==> src/hw/rtl/apd_pkg.sv <==
// alternating peak detector: shared widths, reset thresholds and event kind codes
// no dependencies
`timescale 1ns / 1ps

package apd_pkg;

   localparam int SAMPLE_WIDTH = 10;
   localparam int STEP_WIDTH   = 16;
   localparam int TIME_WIDTH   = 32;
   localparam int KIND_WIDTH   = 2;
   localparam int INDEX_WIDTH  = 2;

   localparam int REQ_DATA_WIDTH = 32;
   localparam int RSP_DATA_WIDTH = 48;

   localparam logic [SAMPLE_WIDTH-1:0] HIGH_RESET = 10'd520;
   localparam logic [SAMPLE_WIDTH-1:0] LOW_RESET  = 10'd512;

   localparam logic [INDEX_WIDTH-1:0] REG_HIGH_THRESHOLD = 2'd0;
   localparam logic [INDEX_WIDTH-1:0] REG_LOW_THRESHOLD  = 2'd1;

   localparam logic [KIND_WIDTH-1:0] KIND_PEAK       = 2'd0;
   localparam logic [KIND_WIDTH-1:0] KIND_VALLEY     = 2'd1;
   localparam logic [KIND_WIDTH-1:0] KIND_PEAK_FIX   = 2'd2;
   localparam logic [KIND_WIDTH-1:0] KIND_VALLEY_FIX = 2'd3;

   localparam logic [1:0] SEEN_FULL = 2'd2;

endpackage

==> src/hw/rtl/alternating_peak_detector.sv <==
// alternating peak detector: window compare, running time and event output register
// depends on apd_pkg
`timescale 1ns / 1ps

// usage
// req channel: one word per record, sample and time step since the last record.
// rsp channel: one word per peak, valley or correction; kind in rsp_tuser,
//    running time and extreme value in rsp_tdata. records that cause no event
//    produce no word.
// csr channel: threshold writes, index 0 high threshold, index 1 low threshold;
//    always ready, other indexes ignored. write only while the block is idle.
// path: a record is held in the input register, then compare logic feeds the
//    result register that drives rsp.
// throughput: one record per cycle unless a result word waits, set by the single
//    compare and time add between the input register and the result register.
// reset: window, running time and extremes clear, a valley is sought first,
//    thresholds return to 520 and 512.
// stall: while a result word waits, one more record is held in the input
//    register; req_tready then drops until the result word is taken.

module alternating_peak_detector
   import apd_pkg::*;
(
   input  logic                      clock,
   input  logic                      reset,
   input  logic                      req_tvalid,
   output logic                      req_tready,
   // sample [9:0], time_step [25:10], zero pad
   input  logic [REQ_DATA_WIDTH-1:0] req_tdata,
   output logic                      rsp_tvalid,
   input  logic                      rsp_tready,
   // event_time [31:0], event_value [41:32], zero pad
   output logic [RSP_DATA_WIDTH-1:0] rsp_tdata,
   // event_kind [1:0]
   output logic [KIND_WIDTH-1:0]     rsp_tuser,
   input  logic                      csr_valid,
   output logic                      csr_ready,
   input  logic [INDEX_WIDTH-1:0]    csr_index,
   input  logic [SAMPLE_WIDTH-1:0]   csr_data
);

   logic [SAMPLE_WIDTH-1:0] high_ff;
   logic [SAMPLE_WIDTH-1:0] low_ff;

   logic                    s1_valid_ff;
   logic [SAMPLE_WIDTH-1:0] s1_sample_ff;
   logic [STEP_WIDTH-1:0]   s1_step_ff;

   logic [SAMPLE_WIDTH-1:0] prev_ff;
   logic [SAMPLE_WIDTH-1:0] older_ff;
   logic [1:0]              seen_ff;
   logic                    seek_ff;
   logic [TIME_WIDTH-1:0]   time_ff;
   logic [SAMPLE_WIDTH-1:0] peak_ff;
   logic [SAMPLE_WIDTH-1:0] valley_ff;
   logic                    have_peak_ff;
   logic                    have_valley_ff;

   logic                    rsp_valid_ff;
   logic [KIND_WIDTH-1:0]   rsp_kind_ff;
   logic [TIME_WIDTH-1:0]   rsp_time_ff;
   logic [SAMPLE_WIDTH-1:0] rsp_value_ff;

   logic                    advance;
   logic                    full;
   logic                    is_peak;
   logic                    is_valley;
   logic                    is_peak_fix;
   logic                    is_valley_fix;
   logic                    emit;
   logic [KIND_WIDTH-1:0]   kind_in;
   logic                    seek_in;
   logic [SAMPLE_WIDTH-1:0] peak_in;
   logic [SAMPLE_WIDTH-1:0] valley_in;
   logic                    have_peak_in;
   logic                    have_valley_in;
   logic [1:0]              seen_in;
   logic [TIME_WIDTH-1:0]   time_in;

   assign advance    = s1_valid_ff && (!rsp_valid_ff || rsp_tready);
   assign req_tready = !s1_valid_ff || advance;
   assign csr_ready  = 1'b1;

   assign rsp_tvalid = rsp_valid_ff;
   assign rsp_tuser  = rsp_kind_ff;
   assign rsp_tdata  = {{(RSP_DATA_WIDTH - TIME_WIDTH - SAMPLE_WIDTH){1'b0}},
                        rsp_value_ff, rsp_time_ff};

   always_comb begin
      full          = (seen_ff == SEEN_FULL);
      is_peak       = full && !seek_ff && (prev_ff > high_ff) && (prev_ff > older_ff)
                      && (prev_ff >= s1_sample_ff);
      is_valley     = full && seek_ff && (prev_ff < low_ff) && (prev_ff <= older_ff)
                      && (prev_ff < s1_sample_ff);
      is_peak_fix   = full && !is_peak && !is_valley && seek_ff && have_peak_ff
                      && (prev_ff > peak_ff);
      is_valley_fix = full && !is_peak && !is_valley && !is_peak_fix && !seek_ff
                      && have_valley_ff && (prev_ff < valley_ff);
      emit          = is_peak || is_valley || is_peak_fix || is_valley_fix;

      kind_in        = KIND_VALLEY_FIX;
      seek_in        = seek_ff;
      peak_in        = peak_ff;
      valley_in      = valley_ff;
      have_peak_in   = have_peak_ff;
      have_valley_in = have_valley_ff;
      if (is_peak) begin
         kind_in      = KIND_PEAK;
         peak_in      = prev_ff;
         have_peak_in = 1'b1;
         seek_in      = 1'b1;
      end else if (is_valley) begin
         kind_in        = KIND_VALLEY;
         valley_in      = prev_ff;
         have_valley_in = 1'b1;
         seek_in        = 1'b0;
      end else if (is_peak_fix) begin
         kind_in = KIND_PEAK_FIX;
         peak_in = prev_ff;
      end else if (is_valley_fix) begin
         kind_in   = KIND_VALLEY_FIX;
         valley_in = prev_ff;
      end

      seen_in = full ? seen_ff : seen_ff + 2'd1;
      time_in = time_ff + {{(TIME_WIDTH - STEP_WIDTH){1'b0}}, s1_step_ff};
   end

   always_ff @(posedge clock) begin
      if (reset) begin
         high_ff        <= HIGH_RESET;
         low_ff         <= LOW_RESET;
         s1_valid_ff    <= 1'b0;
         prev_ff        <= '0;
         older_ff       <= '0;
         seen_ff        <= '0;
         seek_ff        <= 1'b1;
         time_ff        <= '0;
         peak_ff        <= '0;
         valley_ff      <= '0;
         have_peak_ff   <= 1'b0;
         have_valley_ff <= 1'b0;
         rsp_valid_ff   <= 1'b0;
      end else begin
         if (csr_valid && csr_ready) begin
            if (csr_index == REG_HIGH_THRESHOLD) begin
               high_ff <= csr_data;
            end else if (csr_index == REG_LOW_THRESHOLD) begin
               low_ff <= csr_data;
            end
         end
         if (req_tready) begin
            s1_valid_ff <= req_tvalid;
         end
         if (advance) begin
            older_ff       <= prev_ff;
            prev_ff        <= s1_sample_ff;
            seen_ff        <= seen_in;
            seek_ff        <= seek_in;
            time_ff        <= time_in;
            peak_ff        <= peak_in;
            valley_ff      <= valley_in;
            have_peak_ff   <= have_peak_in;
            have_valley_ff <= have_valley_in;
            rsp_valid_ff   <= emit;
         end else if (rsp_tready) begin
            rsp_valid_ff <= 1'b0;
         end
      end
   end

   // payload registers
   always_ff @(posedge clock) begin
      if (req_tready && req_tvalid) begin
         s1_sample_ff <= req_tdata[SAMPLE_WIDTH-1:0];
         s1_step_ff   <= req_tdata[SAMPLE_WIDTH +: STEP_WIDTH];
      end
      if (advance && emit) begin
         rsp_kind_ff  <= kind_in;
         rsp_time_ff  <= time_ff;
         rsp_value_ff <= prev_ff;
      end
   end

   a_refill_needs_advance: assert property (@(posedge clock) disable iff (reset)
      (req_tvalid && req_tready && s1_valid_ff) |-> advance)
      else $error("input register overwritten while its word was not consumed");

   a_no_event_before_window: assert property (@(posedge clock) disable iff (reset)
      (advance && !full) |=> !rsp_valid_ff)
      else $error("event produced before two samples were seen");

   a_peak_sets_seek: assert property (@(posedge clock) disable iff (reset)
      (advance && is_peak) |=> (seek_ff && have_peak_ff))
      else $error("new peak did not switch to seeking a valley");

   a_valley_fix_while_seeking_peak: assert property (@(posedge clock) disable iff (reset)
      (rsp_valid_ff && (rsp_kind_ff == KIND_VALLEY_FIX)) |-> (!seek_ff && have_valley_ff))
      else $error("valley correction reported while not seeking a peak");

   a_single_event_kind: assert property (@(posedge clock) disable iff (reset)
      $onehot0({is_peak, is_valley, is_peak_fix, is_valley_fix}))
      else $error("more than one event kind selected");

endmodule

==> config.mk <==
export PLATFORM = sky130hd
export DESIGN_NAME = alternating_peak_detector
export DESIGN_NICKNAME = d
export VERILOG_FILES = /design/src/hw/rtl/apd_pkg.sv /design/src/hw/rtl/alternating_peak_detector.sv
export SDC_FILE = /design/constraint.sdc
export NUM_CORES = 1
export LEC_CHECK = 0
export BUFFER_PORTS_ARGS = -buffer_cell sky130_fd_sc_hd__clkbuf_2
export CAP_MARGIN = 10
export CELL_PAD_IN_SITES_DETAIL_PLACEMENT = 1
export CELL_PAD_IN_SITES_GLOBAL_PLACEMENT = 1
export CORE_AREA = 2 2 146 148
export DETAILED_ROUTE_END_ITERATION = 8
export DIE_AREA = 0 0 148 150
export GPL_TIMING_DRIVEN = 0
export PLACE_DENSITY_LB_ADDON = 0.1
export SLEW_MARGIN = 20
export SYNTH_ARGS = -nofsm -noshare
export SYNTH_HDL_FRONTEND = slang
export SYNTH_SLANG_ARGS = --single-unit
==> constraint.sdc <==
create_clock -name clock -period 5.07 [get_ports clock]
set_input_delay 1.014 -clock clock [delete_from_list [all_inputs] [get_ports clock]]
set_output_delay 1.014 -clock clock [all_outputs]
set_load 0.05 [all_outputs]
### Yosys cells after proc, flatten, opt, wreduce, memory -nomap -nowiden

Index checks and enable logic that the tools add are counted.

| word-level totals | value |
|---|---|
| bits in latches | 0 |
| memories kept | 0 |
| output and inout bits | 53 |
| logic and storage cells | 93 |
| input port bits | 49 |
| bits in writable memories | 0 |
| flip-flop bits (word level) | 169 |
| memory bits (read-only) | 0 |

| cells by class | value |
|---|---|
| bitwise gates (word level) | 3 |
| muxes and demuxes | 12 |
| div/mod/pow operators | 0 |
| $add $sub $neg | 2 |
| magnitude comparators | 8 |
| multipliers | 0 |
| reductions and logical operators | 45 |
| shift operators | 0 |
| eq/ne operators | 4 |

Operators with widths:

| kind | number |
|---|---|
| $mux 10 | 6 |
| $add 32x16->32 | 1 |
| $gt 10x10->1 | 3 |
| $lt 10x10->1 | 3 |
| $logic_and 1x1->1 | 20 |
| $ge 10x10->1 | 1 |
| $le 10x10->1 | 1 |
| $reduce_and 3->1 | 3 |
| $reduce_and 2->1 | 4 |
| $reduce_bool 2->1 | 4 |
| $logic_not 1->1 | 6 |
| $mux 1 | 6 |
| $logic_or 1x1->1 | 5 |
| $ne 2x2->1 const B | 2 |
| $reduce_and 4->1 | 1 |
| $not 1->1 | 3 |
| $add 2x1->2 const B | 1 |
| $eq 2x1->1 const B | 1 |
| $eq 2x2->1 const B | 1 |
| $logic_not 2->1 | 1 |
| $reduce_or 2->1 | 1 |

### Depth between registers and ports, before layout

| logic depth | value |
|---|---|
| depth in word-level cells | 19 |
| mapped depth | 10 |
| depth with buffers taken out | 10 |

### Least setup slack after synthesis

No wires, ideal clock.

| timing | value |
|---|---|
| kind | register to register |
| start | register prev_ff[4] |
| end | register rsp_time_ff[0] (enable) |
| slack | 324 ps |
| cell stages (with the launch flop) | 9 |
| arrival | 4286 ps |
| required time | 4610 ps |
| library setup time | 460 ps |
| period minus slack after synthesis | 4746 ps |
| path through | dfxtp_1 -> ha_1 -> and3_4 -> a221oi_2 -> o211ai_1 -> or4_4 -> o2bb2ai_1 -> inv_1 -> a21oi_1 |

| between the ends | value |
|---|---|
| cells in the longest elaborated chain, start to end | 17 |

Ends and longest elaborated chain:

| item | line | RTL |
|---|---|---|
| from (decl) | alternating_peak_detector.sv:49 | `logic [SAMPLE_WIDTH-1:0] prev_ff;` |
| from (signal assigned) | alternating_peak_detector.sv:157 | `prev_ff <= s1_sample_ff;` |
| $gt 10x10->1 | alternating_peak_detector.sv:91 | `is_peak = full && !seek_ff && (prev_ff > high_ff) && (prev_ff > older_ff)` |
| $logic_and 1x1->1 (2 in series) | alternating_peak_detector.sv:91 |  |
| $logic_and 1x1->1 | alternating_peak_detector.sv:92 | `&& (prev_ff >= s1_sample_ff);` |
| $logic_not 1->1 | alternating_peak_detector.sv:95, alternating_peak_detector.sv:97 |  |
| $logic_and 1x1->1 (2 in series) | alternating_peak_detector.sv:95, alternating_peak_detector.sv:97 |  |
| $logic_and 1x1->1 (2 in series) | alternating_peak_detector.sv:95 | `is_peak_fix = full && !is_peak && !is_valley && seek_ff && have_peak_ff` |
| $logic_and 1x1->1 | alternating_peak_detector.sv:96 | `&& (prev_ff > peak_ff);` |
| $logic_not 1->1 | alternating_peak_detector.sv:97 | `is_valley_fix = full && !is_peak && !is_valley && !is_peak_fix && !seek_ff` |
| $logic_and 1x1->1 (2 in series) | alternating_peak_detector.sv:97 |  |
| $logic_and 1x1->1 (2 in series) | alternating_peak_detector.sv:98 | `&& have_valley_ff && (prev_ff < valley_ff);` |
| $logic_or 1x1->1 (*) | alternating_peak_detector.sv:99 | `emit = is_peak \|\| is_valley \|\| is_peak_fix \|\| is_valley_fix;` |
| $logic_and 1x1->1 (*) | alternating_peak_detector.sv:178 | `if (advance && emit) begin` |
| to (signal assigned) | alternating_peak_detector.sv:180 | `rsp_time_ff <= time_ff;` |
| to (decl) | alternating_peak_detector.sv:61 | `logic [TIME_WIDTH-1:0] rsp_time_ff;` |

Every way passes the cells marked *; elsewhere a longest branch is shown, timed or not.
A chain may end at the register's enable or synchronous reset.

### Worst setup path after layout

| timing | value |
|---|---|
| start | register prev_ff[4] |
| end | register rsp_time_ff[9] (enable) |

The elaborated chain is that of the path after synthesis.

==> results <==
- The run finished with clean final reports.
- Counting flops with an async set or reset pin after synthesis yields a share of 0%.
- The worst-case IR drop observed on VDD is between 0.0002 and 0.00025 V.
- The worst path needs roughly 3800 ps of the cycle, external delays included.
- Headroom to the max-slew limit came out at about 41%.
- In this run the cell area measured after placement is 9160 um^2.
- The number of H-tree levels is 4.
- The worst slack at placement is 1230 ps.
- The final number of max-transition violations is 0.
- The via count of the first global-routing pass is approximately 6300.
- The number of port buffers is 88.
- At the later pin of the worst-skew pair, clock insertion delay measures ~430 ps.
- The netlist area before placement is just over 8000 um^2.
- The DRC marker count from the first detailed-route iteration is about 230.
- The routed design has a little over 20000 um of wire.
- In the routed design, unresolved DRC markers number 0.
- The chip height is about 150 um.
- Setup repair after global routing left no endpoint under its margin.
- The floorplan step defined a die boundary enclosing about 22000 um^2.
- Once the clock tree was built, the setup fixing pass inserted 0 buffers.
- The total setup violations reported at the end of the flow is 0.
- The critical path's slowest cell is sky130_fd_sc_hd__dfxtp_1.
- The synthesized netlist cell count is 830.
- The critical path goes through ha_1, and3_4, a221oi_2, o211ai_1, or4_4, o2bb2ai_1, inv_1, a21oi_4, buf_16, buf_16.
- In this run the count of I/O pins placed on the die edge is just over 100.
- The wire-length estimate of the detail-placed layout is approximately 15000 um.
- The worst path meets setup with approximately 1300 ps of slack.
- The root buffer cell is sky130_fd_sc_hd__clkbuf_16.
- The number of antenna violations at the first check in global routing is 0.
- Entering global routing, the biggest net connects 27 pins.
- The congestion estimate from routability-driven global placement came to about 0.78.
- The path category of the worst min-delay check is reg -> reg.
- The number of endpoints with negative hold slack in the final report is 0.
- After synthesis, the netlist uses 61 different library cells.
- The final layout contains about 1100 nets.
- The repair_antennas step left the layout with diodes totalling 0.
- The total number of vias is approximately 6300.
- Sequential elements use between 40% and 50% of the synthesized area.
- After detailed routing, the number of vias per cell comes to around 5.
- The Yosys warning count is 0.
- The critical path's top delay family is compound AO/OA/AOI/OAI gates.
- The type of element launching the critical path is a flip-flop.
- The most frequently used flop master after synthesis is sky130_fd_sc_hd__dfxtp_1.
- The first global-routing pass estimated 33000 um of wire.
- For this run, the top clock speed supported by timing is ~260 MHz.
- The largest registers in the layout are rsp_time_ff x32, time_ff x32, s1_step_ff x16.
- For this run, the total global-route usage over all layers was measured as 19.2%.
- The dominant cell type by count on the critical path is sky130_fd_sc_hd__buf_16.
- The remaining global-route overflow is 0.
- The starting utilization of the core area is about two fifths.
- The delay contributed by the slowest stage of the critical path is between 700 and 800 ps.
- The critical path is of the reg -> reg type.
- The data required time of the critical path is 5210 ps.
- The leakage component of the power is between 4 and 5 nW.
- The largest fanout of any net on the critical path is 24.
- From left edge to right edge, the die measures ~150 um.
- The total of fill cells in the finished design is around 2400.
- The layout cell share with drive strength beyond 1 is between 10% and 20%.
- The power density over the cells is between 300 and 400 nW/um^2.
- Each instance of the synthesized netlist takes up on average between 9 and 10 um^2.
- The area growth from synthesis to final layout is 18.2%.
- STA classifies the critical path endpoint as a flip-flop.
- The post-route cell area is ~9800 um^2.
- The clock net in this run drives a total of ~170 sinks.
- The detail route stage leaves a number of antenna-violating nets equal to 0.
- The number of detailed-routing iterations run before antenna repair is 4.
- Clock-pin slew was measured on the worst setup and hold paths at approximately 70 ps.
- Once the clock tree was built, the resizer swapped 0 gates to a different size.
- The number of placement rows is 53.
- The total power is 3.26 mW.
- The tool flagged a number of max-cap violations equal to 0.
- The total of hold buffers inserted after clock tree synthesis is 0.
- The floorplan core area is about 21000 um^2.
- The TritonCTS clock tree is done.
- The per-cell routed wire length is ~17 um.
- The final critical path takes up 75.3% of the cycle.
- In this run, CTS created clock tree buffers numbering 17.
- The number of buffer and inverter instances along the worst setup path is 3.
- Synthesis inferred 169 register bits.
- The number of flops mapped to enable cells by yosys is 70.
- The actual slew at the worst max-slew pin is approximately 900 ps.
- For the worst setup path, the data arrival time is between 3000 and 4000 ps.
- For the final database, setup skew stands at ~12 ps.
- The longest clock path from root to sink contains 2 buffers.
cell usage after synthesis (all sizes together), types with 2 or more instances:
| cell | instances | area share, % |
|---|---|---|
| nor3 | 11 | 0.66 |
| conb | 2 | 0.091 |
| a21o | 20 | 1.8 |
| edfxtp | 70 | 25 |
| ha | 75 | 11 |
| or3 | 2 | 0.15 |
| o211ai | 5 | 0.45 |
| buf | 17 | 1.3 |
| o21ai | 14 | 0.85 |
| a21oi | 66 | 4.0 |
| o32ai | 2 | 0.21 |
| o31ai | 3 | 0.27 |
| inv | 71 | 3.2 |
| a31oi | 2 | 0.15 |
| o21a | 9 | 0.82 |
| nand2 | 111 | 5.0 |
| dfxtp | 99 | 24 |
| and2 | 3 | 0.23 |
| xor2 | 12 | 1.3 |
| or4 | 2 | 0.24 |
| o22ai | 4 | 0.30 |
| mux2i | 32 | 3.9 |
| clkbuf | 19 | 0.86 |
| nor2 | 64 | 2.9 |
| and3 | 8 | 0.66 |
| nand3b | 4 | 0.36 |
| nor3b | 2 | 0.18 |
| a211oi | 9 | 0.82 |
| mux2 | 8 | 1.1 |
| nand4 | 11 | 0.83 |
| nand3 | 18 | 1.1 |
| and4 | 4 | 0.42 |
| nor4b | 2 | 0.21 |
| a211o | 3 | 0.32 |
| a221oi | 3 | 0.39 |
| nand2b | 7 | 0.53 |
| o311ai | 2 | 0.21 |
| o2111ai | 2 | 0.21 |
| xnor2 | 3 | 0.32 |
| nor2b | 14 | 1.1 |
per-layer routing:
| metal | part of all wire, % | vias to the layer above | global-route usage [%] | wire length (um) |
|---|---|---|---|---|
| met3 | 4.0 | 9 | 3.32 | 827 |
| met1 | 48 | 3030 | 26.7 | 9950 |
| met2 | 47 | 102 | 31.5 | 9760 |
| met4 | 0.58 | 0 | 4.38 | 119 |
| met5 | 0 | - | 0 | 0 |
| li1 | - | 3133 | - | - |
placed cells by master, fill, tap and decap left out, types with 18 or more instances in the layout:
cell type and count:
sky130_fd_sc_hd__dfxtp_1 99, sky130_fd_sc_hd__ha_1 75, sky130_fd_sc_hd__clkbuf_16 18, sky130_fd_sc_hd__clkbuf_2 88, sky130_fd_sc_hd__nand3_1 18, sky130_fd_sc_hd__nand2_1 111
sky130_fd_sc_hd__clkbuf_1 19, sky130_fd_sc_hd__edfxtp_1 70, sky130_fd_sc_hd__mux2i_1 32, sky130_fd_sc_hd__a21o_1 20, sky130_fd_sc_hd__nor2_1 64, sky130_fd_sc_hd__inv_1 71
sky130_fd_sc_hd__a21oi_1 65
logic make-up (layout without fill, tap and decap cells):
group	count (synthesis)	in the layout	synth area share [%]
muxes	40	40	4.96
xor gates and xnor gates	15	15	1.59
and+or+nand+nor	265	265	14.9
AOI/OAI and AO/OA	156	156	12.3
other	2	7	0.0907
buffers and inverters	107	229	5.35
DFF	169	169	49.3
adders and majority gates	76	76	11.6
worst min-delay path, delay by kind of cell, from the launching register on:
family | cells | cell delay, ps
simple gates | 1 | 50
compound gates | 1 | 50
flops | 1 | 310
final timing paths:
path              depth (start not counted)                      from                  endpoint  slack [ps]
hold / removal                            2  older_ff[9]$_SDFFE_PP0P_  older_ff[9]$_SDFFE_PP0P_         460
hold reg to reg                           2  older_ff[9]$_SDFFE_PP0P_  older_ff[9]$_SDFFE_PP0P_         460
setup reg to reg                         10   prev_ff[4]$_SDFFE_PP0P_  rsp_time_ff[9]$_DFFE_PP_        1250
setup / recovery                         10   prev_ff[4]$_SDFFE_PP0P_  rsp_time_ff[9]$_DFFE_PP_        1250
power breakdown:
part / switching (mW) / internal (mW) / total [mW]
logic: 0.230 / 0.145 / 0.376
registers: 0.0418 / 1.46 / 1.50
clock network: 0.570 / 0.816 / 1.39
per-stage QoR:
step | TNS (ps) | cells | hold WS, ps | util (%)
floorplan | 0 | 835 | 424 | -
global placement | -62390 | 1198 | 441 | 43.9
detailed placement | 0 | 1200 | 450 | 44.3
CTS | 0 | 1232 | 460 | 47.3
global route | 0 | 1232 | 474 | 47.3
finish | 0 | 1232 | 458 | 47.3
cell type report:
class | count | area [um^2] | share of cell area (%)
Sequential cell | 169 | 4080 | 41.7
Clock buffer | 18 | 450 | 4.60
Clock inverter | 14 | 181 | 1.85
Tap cell | 275 | 344 | 3.52
Multi-Input combinational cell | 559 | 3790 | 38.7
Buffer | 36 | 176 | 1.80
Inverter | 71 | 267 | 2.72
Timing Repair Buffer | 90 | 495 | 5.06
Note: power is estimated with default switching activity, not from simulation.
